## config.mk

```make
export PLATFORM = sky130hd
export DESIGN_NAME = pfba_queue
export DESIGN_NICKNAME = d
export VERILOG_FILES = /design/src/rtl/pfba_pkg.sv /design/src/rtl/pfba_queue.sv
export SDC_FILE = /design/constraint.sdc
export NUM_CORES = 1
export LEC_CHECK = 0
export ABC_CLOCK_PERIOD_IN_PS = 3400
export BUFFER_PORTS_ARGS = -buffer_cell sky130_fd_sc_hd__buf_2
export CAP_MARGIN = 20
export CORE_AREA = 5 5 72 107
export DETAILED_ROUTE_END_ITERATION = 7
export DIE_AREA = 0 0 77 112
export PLACE_DENSITY = 0.83
export SYNTH_ARGS = -nofsm -noshare
export SYNTH_HDL_FRONTEND = slang
export SYNTH_SLANG_ARGS = --single-unit
```

## constraint.sdc

```tcl
create_clock -name clk -period 3.4 [get_ports clk]
set_input_delay 0.17 -clock clk [delete_from_list [all_inputs] [get_ports clk]]
set_output_delay 0.17 -clock clk [all_outputs]
set_load 0.01 [all_outputs]
```

## src/rtl/pfba_pkg.sv

```systemverilog
// Shared types and constants for the page frame bitmap allocator.
package pfba_pkg;

  localparam int FRAME_W     = 20;
  localparam int WORD_W      = 32;
  localparam int QUEUE_DEPTH = 2;

  localparam logic [2:0] OP_ALLOC      = 3'd0;
  localparam logic [2:0] OP_ALLOC_USER = 3'd1;
  localparam logic [2:0] OP_FREE       = 3'd2;
  localparam logic [2:0] OP_MARK_USED  = 3'd3;
  localparam logic [2:0] OP_MARK_FREE  = 3'd4;

  localparam logic [2:0] CMD_NOP        = 3'd0;
  localparam logic [2:0] CMD_ALLOC      = 3'd1;
  localparam logic [2:0] CMD_ALLOC_USER = 3'd2;
  localparam logic [2:0] CMD_FREE       = 3'd3;
  localparam logic [2:0] CMD_MARK_USED  = 3'd4;
  localparam logic [2:0] CMD_MARK_FREE  = 3'd5;

  typedef struct packed {
    logic [2:0]  op;
    logic [31:0] address;
    logic [31:0] length;
  } pfba_req_t;

  typedef struct packed {
    logic [25:0] page_address;
    logic        granted;
    logic [14:0] free_count;
  } pfba_rsp_t;

  // Classified command: frames first..last inclusive.
  typedef struct packed {
    logic [2:0]         kind;
    logic [FRAME_W-1:0] first;
    logic [FRAME_W-1:0] last;
  } pfba_cmd_t;

endpackage

```

## src/rtl/pfba_queue.sv

```systemverilog
// Two-entry command queue between the front end and the back end.
module pfba_queue (
  input  logic                clk,
  input  logic                rst,
  input  logic                push,
  input  pfba_pkg::pfba_cmd_t push_cmd,
  input  logic                pop,
  output pfba_pkg::pfba_cmd_t head,
  output logic                full,
  output logic                empty
);

  localparam int DEPTH = pfba_pkg::QUEUE_DEPTH;
  localparam int PW    = (DEPTH > 1) ? $clog2(DEPTH) : 1;
  localparam int CNTW  = $clog2(DEPTH + 1);

  pfba_pkg::pfba_cmd_t entries [DEPTH];
  logic [PW-1:0]       wr_ptr;
  logic [PW-1:0]       rd_ptr;
  logic [CNTW-1:0]     count;

  assign full  = (count == CNTW'(DEPTH));
  assign empty = (count == '0);
  assign head  = entries[rd_ptr];

  always_ff @(posedge clk) begin
    if (rst) begin
      wr_ptr <= '0;
      rd_ptr <= '0;
      count  <= '0;
    end else begin
      if (push) begin
        wr_ptr <= (wr_ptr == PW'(DEPTH - 1)) ? '0 : wr_ptr + PW'(1);
      end
      if (pop) begin
        rd_ptr <= (rd_ptr == PW'(DEPTH - 1)) ? '0 : rd_ptr + PW'(1);
      end
      if (push && !pop) begin
        count <= count + CNTW'(1);
      end else if (pop && !push) begin
        count <= count - CNTW'(1);
      end
    end
  end

  always_ff @(posedge clk) begin
    if (push) begin
      entries[wr_ptr] <= push_cmd;
    end
  end

endmodule

```

# Word level (Yosys, flattened, before mapping)
# Memory sizes are Yosys's and may differ from the RTL's. A register that Yosys moved wholly into a read port is not among the register bits.
# Index checks and enable logic that the tools add are counted.
dict set report totals {
  ram_bits 86
  ff_bits 4
  elab_cells 23
  mem_count 1
}
# memory words word_bits read_ports rd_ports_with_merged_regs write_ports line
set mem_list {}
lappend mem_list {entries 2 43 1 1 1 pfba_queue.sv:17} ;# pfba_pkg::pfba_cmd_t entries [DEPTH];
dict set report classes {
  add_sub_neg 4
  reduce_logical 6
  eq_ne 1
  muxes 8
}
# op n
set op_table {}
lappend op_table {{$mux 1} 6}
lappend op_table {{$mux 2} 2}
lappend op_table {{$add 1x1->1 const B} 2}
lappend op_table {{$add 2x1->2 const B} 1}
lappend op_table {{$eq 2x2->1 const B} 1}
lappend op_table {{$logic_and 1x1->1} 2}
lappend op_table {{$logic_not 1->1} 2}
lappend op_table {{$logic_not 2->1} 1}
lappend op_table {{$reduce_bool 2->1} 1}
lappend op_table {{$sub 2x1->2 const B} 1}

# Longest topological paths before layout
dict set report logic_depth {
  depth_word 4
  depth_mapped 5
  depth_no_buf 5
}

# Least setup slack after synthesis
# Ideal clock, no wire load.
dict set report synth_timing {
  path_kind {register to register}
  start {register wr_ptr}
  end {memory entries[0][0] (netlist name) (enable)}
  n_path_buf 0
  t_arrival_ns 2.251
  period_less_slack_ns 2.699
  setup_slack_ns 0.701
  stages_incl_launch_ff 2
  setup_ns 0.449
  path_cell_list {dfxtp_1 -> nor2b_1}
}
# item line
set synth_rtl {}
lappend synth_rtl {{start: declaration} pfba_queue.sv:18} ;# logic [PW-1:0] wr_ptr;
lappend synth_rtl {{start signal: assignment} pfba_queue.sv:33} ;# wr_ptr <= (wr_ptr == PW'(DEPTH - 1)) ? '0 : wr_ptr + PW'(1);
lappend synth_rtl {{end: declaration} pfba_queue.sv:17}
# Straight into the memory's write port.

==> impl.org <==
** Hold path
- The path with the worst hold slack has its endpoint at entries[0][28].
- Hold path depth :: 1
- The min-delay analysis places its worst path in the category input port to flip-flop.
- The startpoint identified for the worst hold timing path is push_cmd[28].

** Power and ir drop
- The analysis attributes to cell leakage a power of 1.70 nW.
- VDD sags by at most approximately 0.00045 V.
- For this design the ratio of total power to cell area is 536 nW/um^2.
- The design draws 2.39 mW.

** Synthesis
- The Yosys step of the flow raised 0 warnings.
- The synthesized design devotes to its leading area cell type approximately four fifths of total area.
- Mapped Avg Cell Area :: 21.2 um^2
- In this run, synthesis produced a sequential element count of 91.
- For this run, the register share of the synthesized area comes to 81.1%.
- Post-Syn Instances :: 156
- Post-synth design cell area :: 3310 um^2
- Cell type contributing the most total cell area after synthesis :: sky130_fd_sc_hd__edfxtp_1
- Synth Net Count :: between 200 and 250
- Biggest area contributors in the synthesized netlist :: sky130_fd_sc_hd__edfxtp_1 (78%), sky130_fd_sc_hd__mux2_2 (15%), sky130_fd_sc_hd__dfxtp_1 (3.0%), sky130_fd_sc_hd__buf_4 (0.91%), sky130_fd_sc_hd__nor2_1 (0.57%)
- The number of different library cells used by synthesis comes to 16.

** Timing
- Setup slack closes at 1.27 ns.
- Tightest slew margin relative to the limit :: 29.2%
- Static timing analysis puts the maximum clock frequency at 0.470 GHz.
- Final count of hold timing violations :: 0
- Clock skew on the completed layout was measured at 0.00730 ns.
- Period minus WS final :: 2.13 ns
- Setup total negative slack on the finished layout was measured at 0 ns.
- For the pin with the worst max-slew slack, the measured transition is 1.06 ns.
- The max-slew violation total from the final report came to 0.
- RSZ-0062 raised after global routing :: false
- Setup violations remaining at the end of the flow were counted as 0.
- After layout, the worst path uses about 63% of the clock period.

** Die
- I/O pins :: 92
- The floorplan step set the die width to 77 um.
- The die is 112 um tall.
- The initialized floorplan defines 37 standard-cell rows.
- The initial utilization of the core area, before any placement, comes to 49.3%.
- The die covers 8620 um^2.
- Area of the core :: 6710 um^2

** Worst setup path
- Maximum fanout encountered on the critical timing path :: 43
- Data arrives at the worst endpoint at 1.96 ns.
- Nature of the critical path startpoint :: flip-flop
- Counting both buffers and inverters, the worst setup path holds a total of 1.
- Crit path capture type :: output port
- Kind of critical path :: flip-flop to output port
- Critical Path Max Stage Delay :: 1.01 ns
- The slowest stage of the critical path belongs to the cell sky130_fd_sc_hd__dfxtp_2.
- For flop-to-flop paths, the worst setup slack is between 1.5 and 2 ns.
- Walking the worst path, the cells encountered are mux2_2 -> buf_2.
- Counting cells, the worst reg-to-reg path comes to 1.
- Cell type group with the largest total delay on the critical path :: flip-flops
- Startpoint of the lowest-slack register-to-register path :: wr_ptr
- Required arrival time at the worst endpoint :: 3.23 ns
- The endpoint identified for the worst register-to-register timing path is entries[1][34].

** GRT
- The number of antenna violations at the first check in global routing was 0.
- Entering global routing, the biggest net connects 44 pins.
- Across every metal layer, demand over resource in global routing totals 15.2%.
- Vias in the first global route :: 2,007
- The first global-routing pass estimated slightly below 10,000 um of wire.
- For this run the aggregate overflow at the end of global routing stands at 0.

** Route
- Router iterations before antenna repair :: 4
- After detailed routing, the average wire length per cell comes to 16.6 um.
- The routed design has roughly 6300 um of wire.
- For this block, the via count after detailed routing is 1,851.
- The count of nets left with antenna violations once routing finished came out at 0.
- Dividing the detail-routed via count by the number of cells gives approximately 4.9.
- In the routed design, unresolved DRC markers number 0.
- Number of DRC markers after the initial detailed-route iteration :: 122

** Clock tree
- Clock tree root driver cell :: sky130_fd_sc_hd__clkbuf_8
- Sinks on Clock Net :: 91
- Quantity of gates resized following cts :: 0
- At the later pin of the worst-skew pair, clock insertion delay measures 0.35 ns.
- In this run, post-CTS hold repair placed 38 buffers.
- TritonCTS built the clock tree.
- Clock transition at the registers of the reported paths :: 0.08 ns
- Counting along the longest clock path gives a buffer depth of 2.
- Inserted Clock Buffers :: 9
- Buffers added to address setup during post-CTS repair amount to 0.
- Htree depth :: 3

** Cells and area
- Layout cell share with drive strength beyond 1 :: between 50% and 60%
- The filler cells instantiated in the layout total 468.
- Post-route cell area :: 4450 um^2
- At the end of the flow, the number of nets in the layout was 342.
- From synthesis to final layout, the design area changed by 34.6%.
- Antenna diode count :: 0

** Job
- Across the run, the number of max-cap violations was 0.

** Placed design
- Detailed placement ended at an HPWL of 3730 um.
- Routability-driven placement finished with a final weighted congestion of between 0.6 and 0.7.
- The count of buffers added on input and output ports is 91.
- Placement-stage worst setup slack :: 1.62 ns
- Post-Place Cell Area :: about 3800 um^2

** Outcome
- The flow ran to the end, and the final reports show no timing, DRC or antenna violations.
-- final cells by class --
class / count / area (um^2) / area share (%)
clock buffer: 10 / 128 / 2.87
clock inverter: 6 / 80.1 / 1.80
inverter: 1 / 3.75 / 0.0843
multi-input combinational: 59 / 597 / 13.4
sequential: 91 / 2680 / 60.3
tap: 78 / 97.6 / 2.19
timing repair buffer: 132 / 863 / 19.4
-- flip-flops by register name, summed over array words and instances, names as in the netlist, named ones only --
register / cells
entries: 86
count: 2
wr_ptr: 1
rd_ptr: 1
-- logic make-up (layout without fill, tap and decap cells) --
logic type | count (synthesis) | after routing | synth area share, %
DFF | 91 | 91 | 81.1
muxes | 43 | 43 | 14.6
and+or+nand+nor | 9 | 9 | 1.40
buffers and inverters | 6 | 149 | 1.17
xor gates and xnor gates | 4 | 4 | 1.06
AOI/OAI and AO/OA | 2 | 2 | 0.302
adders and majority gates | 1 | 1 | 0.378
-- through the flow --
stage          util (%)  instances  hold slack (ns)
6_report           66.3        377           0.0222
4_1_cts            66.0        375          0.00273
3_3_place_gp       57.3        321            0.357
3_5_place_dp       57.3        321            0.362
2_1_floorplan         -        156            0.239
5_1_grt            66.3        377          0.00342
-- worst max-delay path by stage --
stage,depth (start not counted),end,startpoint
finish,2,head[21],flip-flop
global route,2,head[21],flip-flop
CTS,2,head[22],flip-flop
detailed placement,2,head[28],flip-flop
global placement,2,head[22],flip-flop
floorplan,1,entries[0][0],wr_ptr
-- synthesized netlist by cell type (all sizes together) --
master	instances
mux2	43
edfxtp	86
and2	1
ha	1
and2b	1
xnor2	2
or3	1
xor2	2
nor2b	1
dfxtp	5
inv	1
o21ai	1
buf	5
nor2	5
a21oi	1
-- cell usage in the layout (no fill, tap or decap) --
cell	instances
sky130_fd_sc_hd__a21oi_1	1
sky130_fd_sc_hd__and2_2	1
sky130_fd_sc_hd__and2b_2	1
sky130_fd_sc_hd__buf_2	91
sky130_fd_sc_hd__buf_4	1
sky130_fd_sc_hd__bufinv_16	2
sky130_fd_sc_hd__clkbuf_1	1
sky130_fd_sc_hd__clkbuf_8	9
sky130_fd_sc_hd__clkinv_1	2
sky130_fd_sc_hd__clkinv_2	1
sky130_fd_sc_hd__clkinvlp_4	1
sky130_fd_sc_hd__dfxtp_1	4
sky130_fd_sc_hd__dfxtp_2	1
sky130_fd_sc_hd__dlygate4sd3_1	40
sky130_fd_sc_hd__edfxtp_1	86
sky130_fd_sc_hd__ha_1	1
sky130_fd_sc_hd__inv_1	1
sky130_fd_sc_hd__mux2_2	43
sky130_fd_sc_hd__nor2_1	5
sky130_fd_sc_hd__nor2b_4	1
sky130_fd_sc_hd__o21ai_0	1
sky130_fd_sc_hd__or3_1	1
sky130_fd_sc_hd__xnor2_1	2
sky130_fd_sc_hd__xor2_1	2
-- report_power, final --
part,leakage [nW],switching (mW),internal (mW),total [mW]
logic,0.750,0.131,0.157,0.287
clock network,0.101,0.349,0.408,0.757
registers,0.849,0.0383,1.30,1.34
total,1.70,0.518,1.87,2.39
-- routing by layer --
| layer | global-route usage, % | part of all wire, % | up-vias | wire (um) |
|---|---|---|---|---|
| li1 | - | - | 878 | - |
| met1 | 15.7 | 36 | 901 | 2250 |
| met2 | 26.8 | 56 | 56 | 3510 |
| met3 | 3.32 | 4.4 | 16 | 277 |
| met4 | 10.3 | 3.6 | 0 | 228 |
| met5 | 0 | 0 | - | 0 |
Note: power is estimated with default switching activity, not from simulation.
