**config.mk**
```make
export PLATFORM = sky130hd
export DESIGN_NAME = pfba_front
export DESIGN_NICKNAME = d
export VERILOG_FILES = /design/src/rtl/pfba_pkg.sv /design/src/rtl/pfba_front.sv
export SDC_FILE = /design/constraint.sdc
export NUM_CORES = 1
export LEC_CHECK = 0
export ABC_AREA = 1
export ABC_CLOCK_PERIOD_IN_PS = 5500
export BUFFER_PORTS_ARGS = -buffer_cell sky130_fd_sc_hd__buf_4
export CAP_MARGIN = 10
export CORE_ASPECT_RATIO = 0.6
export CORE_UTILIZATION = 57
export DETAILED_ROUTE_END_ITERATION = 8
export GPL_ROUTABILITY_DRIVEN = 0
export PLACE_DENSITY = 0.89
export SLEW_MARGIN = 15
export SYNTH_ARGS = -nofsm -noshare
export SYNTH_HDL_FRONTEND = slang
export SYNTH_SLANG_ARGS = --single-unit
```
**constraint.sdc**
```tcl
create_clock -name clk -period 5.5 [get_ports clk]
set_clock_uncertainty 0.05 [all_clocks]
set_input_delay 0.275 -clock clk [delete_from_list [all_inputs] [get_ports clk]]
set_output_delay 0.275 -clock clk [all_outputs]
set_load 0.03 [all_outputs]
```
**src/rtl/pfba_pkg.sv**
```systemverilog
// Shared types and constants for the page frame bitmap allocator.
package pfba_pkg;

  localparam int FRAME_W     = 20;
  localparam int WORD_W      = 32;
  localparam int QUEUE_DEPTH = 2;

  localparam logic [2:0] OP_ALLOC      = 3'd0;
  localparam logic [2:0] OP_ALLOC_USER = 3'd1;
  localparam logic [2:0] OP_FREE       = 3'd2;
  localparam logic [2:0] OP_MARK_USED  = 3'd3;
  localparam logic [2:0] OP_MARK_FREE  = 3'd4;

  localparam logic [2:0] CMD_NOP        = 3'd0;
  localparam logic [2:0] CMD_ALLOC      = 3'd1;
  localparam logic [2:0] CMD_ALLOC_USER = 3'd2;
  localparam logic [2:0] CMD_FREE       = 3'd3;
  localparam logic [2:0] CMD_MARK_USED  = 3'd4;
  localparam logic [2:0] CMD_MARK_FREE  = 3'd5;

  typedef struct packed {
    logic [2:0]  op;
    logic [31:0] address;
    logic [31:0] length;
  } pfba_req_t;

  typedef struct packed {
    logic [25:0] page_address;
    logic        granted;
    logic [14:0] free_count;
  } pfba_rsp_t;

  // Classified command: frames first..last inclusive.
  typedef struct packed {
    logic [2:0]         kind;
    logic [FRAME_W-1:0] first;
    logic [FRAME_W-1:0] last;
  } pfba_cmd_t;

endpackage

```
**src/rtl/pfba_front.sv**
```systemverilog
// Front end: takes requests, checks and clamps them, queues frame-range commands.
module pfba_front #(
  parameter int NUM_FRAMES = 16384,
  parameter int PAGE_SHIFT = 12
) (
  input  logic                clk,
  input  logic                rst,
  input  logic                start,
  output logic                busy,
  input  pfba_pkg::pfba_req_t request,
  input  logic                clearing,
  input  logic                q_full,
  output logic                push,
  output pfba_pkg::pfba_cmd_t push_cmd
);

  localparam int FRW = pfba_pkg::FRAME_W;
  localparam int FW = $clog2(NUM_FRAMES);
  localparam int SW = (FW + PAGE_SHIFT + 1 > 34) ? FW + PAGE_SHIFT + 1 : 34;
  localparam logic [SW-1:0] LIMIT = SW'(NUM_FRAMES) << PAGE_SHIFT;
  localparam logic [FRW-1:0] LAST_FRAME = FRW'(NUM_FRAMES - 1);

  pfba_pkg::pfba_req_t item;
  logic                front_valid;
  logic                accept;
  logic [SW-1:0]       addr_w;
  logic [SW-1:0]       start_frame;
  logic [SW-1:0]       sum_m1;
  logic                mark_ok;

  assign busy   = clearing || (front_valid && q_full);
  assign accept = start && !busy;
  assign push   = front_valid && !q_full;

  always_ff @(posedge clk) begin
    if (rst) begin
      front_valid <= 1'b0;
    end else if (accept) begin
      front_valid <= 1'b1;
    end else if (push) begin
      front_valid <= 1'b0;
    end
  end

  always_ff @(posedge clk) begin
    if (accept) begin
      item <= request;
    end
  end

  always_comb begin
    addr_w      = SW'(item.address);
    start_frame = addr_w >> PAGE_SHIFT;
    sum_m1      = addr_w + SW'(item.length) - SW'(1);
    mark_ok     = (item.length != '0) && (addr_w < LIMIT);
    push_cmd.kind  = pfba_pkg::CMD_NOP;
    push_cmd.first = '0;
    push_cmd.last  = '0;
    case (item.op)
      pfba_pkg::OP_ALLOC: begin
        push_cmd.kind = pfba_pkg::CMD_ALLOC;
        push_cmd.last = LAST_FRAME;
      end
      pfba_pkg::OP_ALLOC_USER: begin
        push_cmd.kind = pfba_pkg::CMD_ALLOC_USER;
        push_cmd.last = LAST_FRAME;
      end
      pfba_pkg::OP_FREE: begin
        if ((item.address[PAGE_SHIFT-1:0] == '0) && (start_frame < SW'(NUM_FRAMES))) begin
          push_cmd.kind  = pfba_pkg::CMD_FREE;
          push_cmd.first = FRW'(start_frame);
          push_cmd.last  = FRW'(start_frame);
        end
      end
      pfba_pkg::OP_MARK_USED, pfba_pkg::OP_MARK_FREE: begin
        if (mark_ok) begin
          push_cmd.kind  = (item.op == pfba_pkg::OP_MARK_USED) ?
                           pfba_pkg::CMD_MARK_USED : pfba_pkg::CMD_MARK_FREE;
          push_cmd.first = FRW'(start_frame);
          push_cmd.last  = (sum_m1 >= LIMIT) ? LAST_FRAME :
                           FRW'(sum_m1 >> PAGE_SHIFT);
        end
      end
      default: begin
        push_cmd.kind = pfba_pkg::CMD_NOP;
      end
    endcase
  end

endmodule

```
[Word-level counts from Yosys, hierarchy flattened]
Index checks and enable logic that the tools add are counted.
Word-level totals
  bits in registers: 68
  input port bits: 72
  output and inout bits: 45
Cells by class
  add/subtract/negate cells: 2
  order comparisons: 3
  eq/ne operators: 4
  muxes and demuxes: 9
  reduce and logical (&&, ||, !) cells: 14
Operators with widths (count)
  one-hot mux 20 bit (3 select lines): 1
  2-to-1 mux 43 bit: 1
  2-to-1 mux 42 bit: 1
  one-hot mux 20 bit (2 select lines): 1
  >= comparator 34 x 27 -> 1 bit (second input constant): 1
  subtractor 33 x 1 -> 34 bit (second input constant): 1
  adder 32 x 32 -> 33 bit: 1
  < comparator 32 x 27 -> 1 bit (second input constant): 1
  nonzero test 32 bit: 1
  < comparator 20 x 15 -> 1 bit (second input constant): 1
  2-to-1 mux 20 bit: 1
  zero test 12 bit: 1
  one-hot mux 3 bit (4 select lines): 1
  == test 3 x 2 -> 1 bit (second input constant): 2
  logical AND 1 bit: 5
  OR reduction 2 bit: 2
  == test 3 x 1 -> 1 bit (second input constant): 1
  == test 3 bit (second input constant): 1
  zero test 3 bit: 1
  2-to-1 mux 1 bit: 3
  zero test 1 bit: 2
  nonzero test 2 bit: 1
  logical OR 1 bit: 1

[Logic depth before layout (Yosys ltp)]
  depth after elaboration: 6
  depth in mapped cells: 21
  mapped depth without buffers: 20

[Worst setup path before layout]
Ideal clock, no wire load.
  path type: register to register
  start: register front_valid
  end: register item, in the netlist addr_w[0] (enable)
  arrival: 3.603 ns
  required time: 4.956 ns
  setup slack: 1.352 ns
  cell stages (with the launch flop): 5
  path buffers: 0
  cells stage by stage: dfxtp_1 -> nand2_1 -> inv_1 -> or2_2 -> nor2_1
On the way
  word-level cells in the longest chain between the ends: 4
RTL lines
  start: declaration: line pfba_front.sv:24  | logic front_valid;
  start signal: assignment: line pfba_front.sv:37  | front_valid <= 1'b0;
  start signal: assignment: line pfba_front.sv:39  | front_valid <= 1'b1;
  start signal: assignment: line pfba_front.sv:41  | front_valid <= 1'b0;
  logical AND 1 bit: line pfba_front.sv:31  | assign busy = clearing || (front_valid && q_full);
  logical OR 1 bit: line pfba_front.sv:31
  net busy: line pfba_front.sv:9  | output logic busy,
  zero test 1 bit: line pfba_front.sv:32  | assign accept = start && !busy;
  logical AND 1 bit: line pfba_front.sv:32
  net accept: line pfba_front.sv:25  | logic accept;
  end signal: assignment: line pfba_front.sv:47  | item <= request;
  end: declaration: line pfba_front.sv:23  | pfba_pkg::pfba_req_t item;
The timed path passes the listed nets, and every way through them passes these cells.
A chain may end at the register's enable or synchronous reset.

==> results.md <==
- Of the cells placed in the final design, the portion with a size suffix greater than 1 is 18.11%.
- For this design the top-level I/O count stands at 117.
- In the synthesized netlist, the number of instances is 836.
- Entering global routing, the biggest net connects 69 pins.
- The wire length of the first global-routing pass is 23800 um.
- The sequential fraction of the synthesis area is 33.92%.
- The post-cts sizing count is 0.
- For this design, the CTS-stage hold fixing added 0 buffers.
- The clock tree from TritonCTS is done.
- The worst path in the final design needs a cycle of 4.053 ns, including I/O delays and setup.
- The tree is rooted in a sky130_fd_sc_hd__clkbuf_16.
- sky130_fd_sc_hd__nand2_1 is the most common cell in the netlist.
- The top cell type's share of synthesized area is 33.58%.
- Of all cell types, the one taking the most synthesized area is sky130_fd_sc_hd__edfxtp_1.
- The level count of the clock H-tree is 3.
- Before antenna repair, the detailed router went through 9 iterations.
- The insertion delay to the later sink of the worst-skew pair is 0.33 ns.
- The final max-slew violation count is 0.
- Adding up every negative setup slack in the final design gives 0 ns.
- Sorting the synthesized cells by how often they occur yields sky130_fd_sc_hd__nand2_1 (239), sky130_fd_sc_hd__inv_1 (235), sky130_fd_sc_hd__edfxtp_1 (67), sky130_fd_sc_hd__ha_1 (63), sky130_fd_sc_hd__nor2_1 (43).
- For this run, design rule violations remaining after detail routing come to 0.
- The hold violation total from the final report came to 0.
- Based on the critical path, the design can be clocked at up to 0.2467 GHz.
- The number of cells after detailed placement is 1069.
- The number of flops mapped to enable cells by yosys is 67.
- The post-route worst setup slack is 1.447 ns.
- The share of flip-flops with an asynchronous set or reset after synthesis is 0%.
- Row generation in the floorplan step produced 28 rows.
- The worst path uses 73.69% of the clock period.
- Dividing the detail-routed via count by the number of cells gives 5.112.
- For the worst setup path, the data arrival time is 3.73 ns.
- The total routed wirelength is 15380 um.
- In this run the vertical extent of the chip is 81.41 um.
- The via count of the first global-routing pass came to 4960.
- Relative to the synthesized area, the layout overhead comes to 19.63%.
- After clock tree synthesis, the clock-pin slew on the worst setup and hold paths is 0.06 ns.
- The number of antenna violations at the first check in global routing is 0.
- At the placement stage, the worst setup path has a slack of 1.932 ns.
- At the worst endpoint, the required time is 5.18 ns.
- The maximum vdd ir drop is 0.0002645 V.
- The detailed router finished its first iteration with 669 violations.
- The initial standard-cell utilization of the core is 59.79%.
- Counting along the longest clock path gives a buffer depth of 2.
- In this run the tightest slew margin relative to its limit is 29.24%.
- Counting distinct cell types in the post-synthesis netlist gives 35.
- The final antenna-violating net count is 0.
- Yosys printed 0 warnings.
- For this design the ratio of total power to cell area is 237.5 nW/um2.
- The worst setup path category is flop to output port.
- Dividing the detail-routed wire length by the instance count gives 14.17 um.
- The run finished with clean final reports.
- The die covers 10940 um2.
- The power after layout is 1702 uW.
- Setup repair after global routing left no endpoint under its margin.
- Max-cap violations in this run came to 0.
- The most used flip-flop cell after synthesis is sky130_fd_sc_hd__edfxtp_1.
- The sink count of the clock tree is 68.
- The overall routing resource usage is 28.99%.
- Setup violations remaining at the end of the flow were counted as 0.
- In this run the mean area of a mapped cell was 7.166 um2.
- The worst setup path is captured at an output port.
- In this run the static leakage power is 0.003985 uW.
- The area inside the core boundary is 10020 um2.
- At the pin with the least slew margin, the transition time is 1.057 ns.
- The post-synthesis cell area is 5991 um2.
- The worst-path maximum fanout is 14.
- The number of clock buffers added by TritonCTS is 9.
- The vias after detailed routing is 5546.
- Summed over all nets, the half-perimeter wirelength after detailed placement is 12310 um.
- The number of non-filler instances in the completed layout is 1085.
- The number of input and output port buffers inserted is 104.
- The number of setup buffers added after CTS is 0.
- After synthesis, the cell types taking the most area are sky130_fd_sc_hd__edfxtp_1 (34%), sky130_fd_sc_hd__nand2_1 (15%), sky130_fd_sc_hd__inv_1 (15%).
- The total overflow reported by the global router is 0.
- The die is 134.4 um wide.
- 0 antenna diodes ended up in the layout.
- The worst hold path belongs to the class input port to flop.
- The net count reported at finish is 1081.
- The post-synthesis sequential element count is 68.
- The type of element launching the critical path is a flop.
[cell families (layout without fill, tap and decap cells)]
family	Yosys count	in the layout	synth area share [%]
AO/OA/AOI/OAI	47	47	4.219
XOR/XNOR	13	13	1.901
adder cells (fa/ha/maj)	64	64	13.49
buffers and inverters	257	360	17.33
flip-flops	68	68	33.92
other	1	12	0.06260
AND/OR/NAND/NOR	386	386	29.07
[report_power, final]
part           internal, uW  switching, uW  leakage (uW)
combinational           170            318       0.00320
clock                   359            244      0.000145
sequential              598           12.9      0.000635
[placed cells by master (no fill, tap or decap), types with 4 or more instances in the layout]
cell                        synthesis  layout
sky130_fd_sc_hd__a21oi_1           35      35
sky130_fd_sc_hd__buf_4             13     106
sky130_fd_sc_hd__clkbuf_16          0       9
sky130_fd_sc_hd__conb_1             1      12
sky130_fd_sc_hd__edfxtp_1          67      67
sky130_fd_sc_hd__ha_1              63      63
sky130_fd_sc_hd__inv_1            235     235
sky130_fd_sc_hd__nand2_1          239     239
sky130_fd_sc_hd__nand2_2           19      19
sky130_fd_sc_hd__nand3_1           31      31
sky130_fd_sc_hd__nand3_2           11      11
sky130_fd_sc_hd__nand4_1            7       7
sky130_fd_sc_hd__nor2_1            43      42
sky130_fd_sc_hd__nor2_2             8       8
sky130_fd_sc_hd__nor2_4             5       6
sky130_fd_sc_hd__nor3_1             4       4
sky130_fd_sc_hd__nor4_1             9       9
sky130_fd_sc_hd__o21ai_0            4       4
sky130_fd_sc_hd__xnor2_1            9       9
sky130_fd_sc_hd__xor2_1             4       4
[per-stage QoR]
step,utilization (%),area (um2),hold slack [ns]
2_1_floorplan,-,6032,0.3239
3_3_place_gp,68.46,6859,0.4033
3_5_place_dp,68.46,6859,0.4044
4_1_cts,71.53,7167,0.05073
5_1_grt,71.53,7167,0.04992
6_report,71.53,7167,0.05614
[state kept, by name (all words and copies together) (netlist names)]
signal	flops
front_valid	1
addr_w	32
item	35
[final timing paths]
check | startpoint | endpoint | slack [ns] | cells past startpoint
worst min-delay path | request[36] | addr_w[4]$_DFFE_PP_ | 0.06 | 1
worst min register to register | front_valid$_SDFFE_PP0P_ | front_valid$_SDFFE_PP0P_ | 0.52 | 4
worst max-delay path | addr_w[1]$_DFFE_PP_ | push_cmd[0] | 1.45 | 19
worst max register to register | front_valid$_SDFFE_PP0P_ | item[22]$_DFFE_PP_ | 3.63 | 5
[routing by layer]
| metal | wire length (um) | global-route usage, % |
|---|---|---|
| met2 | 6194 | 42.18 |
| met5 | 0 | 0 |
| met1 | 6876 | 41.77 |
| met3 | 2002 | 8.025 |
| met4 | 306 | 8.876 |
[layout make-up]
class	instances	area, um2
sequential	68	2032
multi-input combinational	522	2969
tap	135	168.9
clock buffer	9	225.2
clock inverter	7	82.58
fill	752	2853
inverter	238	893.4
timing repair buffer	106	795.8
[worst max-delay path: stages, from the launching register on]
cell                       delay (ns)
sky130_fd_sc_hd__edfxtp_1        0.41
sky130_fd_sc_hd__inv_1           0.09
sky130_fd_sc_hd__ha_1            0.23
sky130_fd_sc_hd__inv_1           0.06
sky130_fd_sc_hd__ha_1            0.24
sky130_fd_sc_hd__inv_1           0.13
sky130_fd_sc_hd__fa_1            0.40
sky130_fd_sc_hd__inv_1           0.09
sky130_fd_sc_hd__nand3_1         0.08
sky130_fd_sc_hd__nand3_1         0.10
sky130_fd_sc_hd__a21oi_1         0.09
sky130_fd_sc_hd__o21ai_2         0.24
sky130_fd_sc_hd__nand2_1         0.08
sky130_fd_sc_hd__nand2_1         0.08
sky130_fd_sc_hd__nand3_2         0.10
sky130_fd_sc_hd__nor2_4          0.45
sky130_fd_sc_hd__nand3_1         0.15
sky130_fd_sc_hd__nand2_1         0.09
sky130_fd_sc_hd__nand2_1         0.09
sky130_fd_sc_hd__buf_4           0.18
No activity file was read; power rests on OpenSTA's default activity.
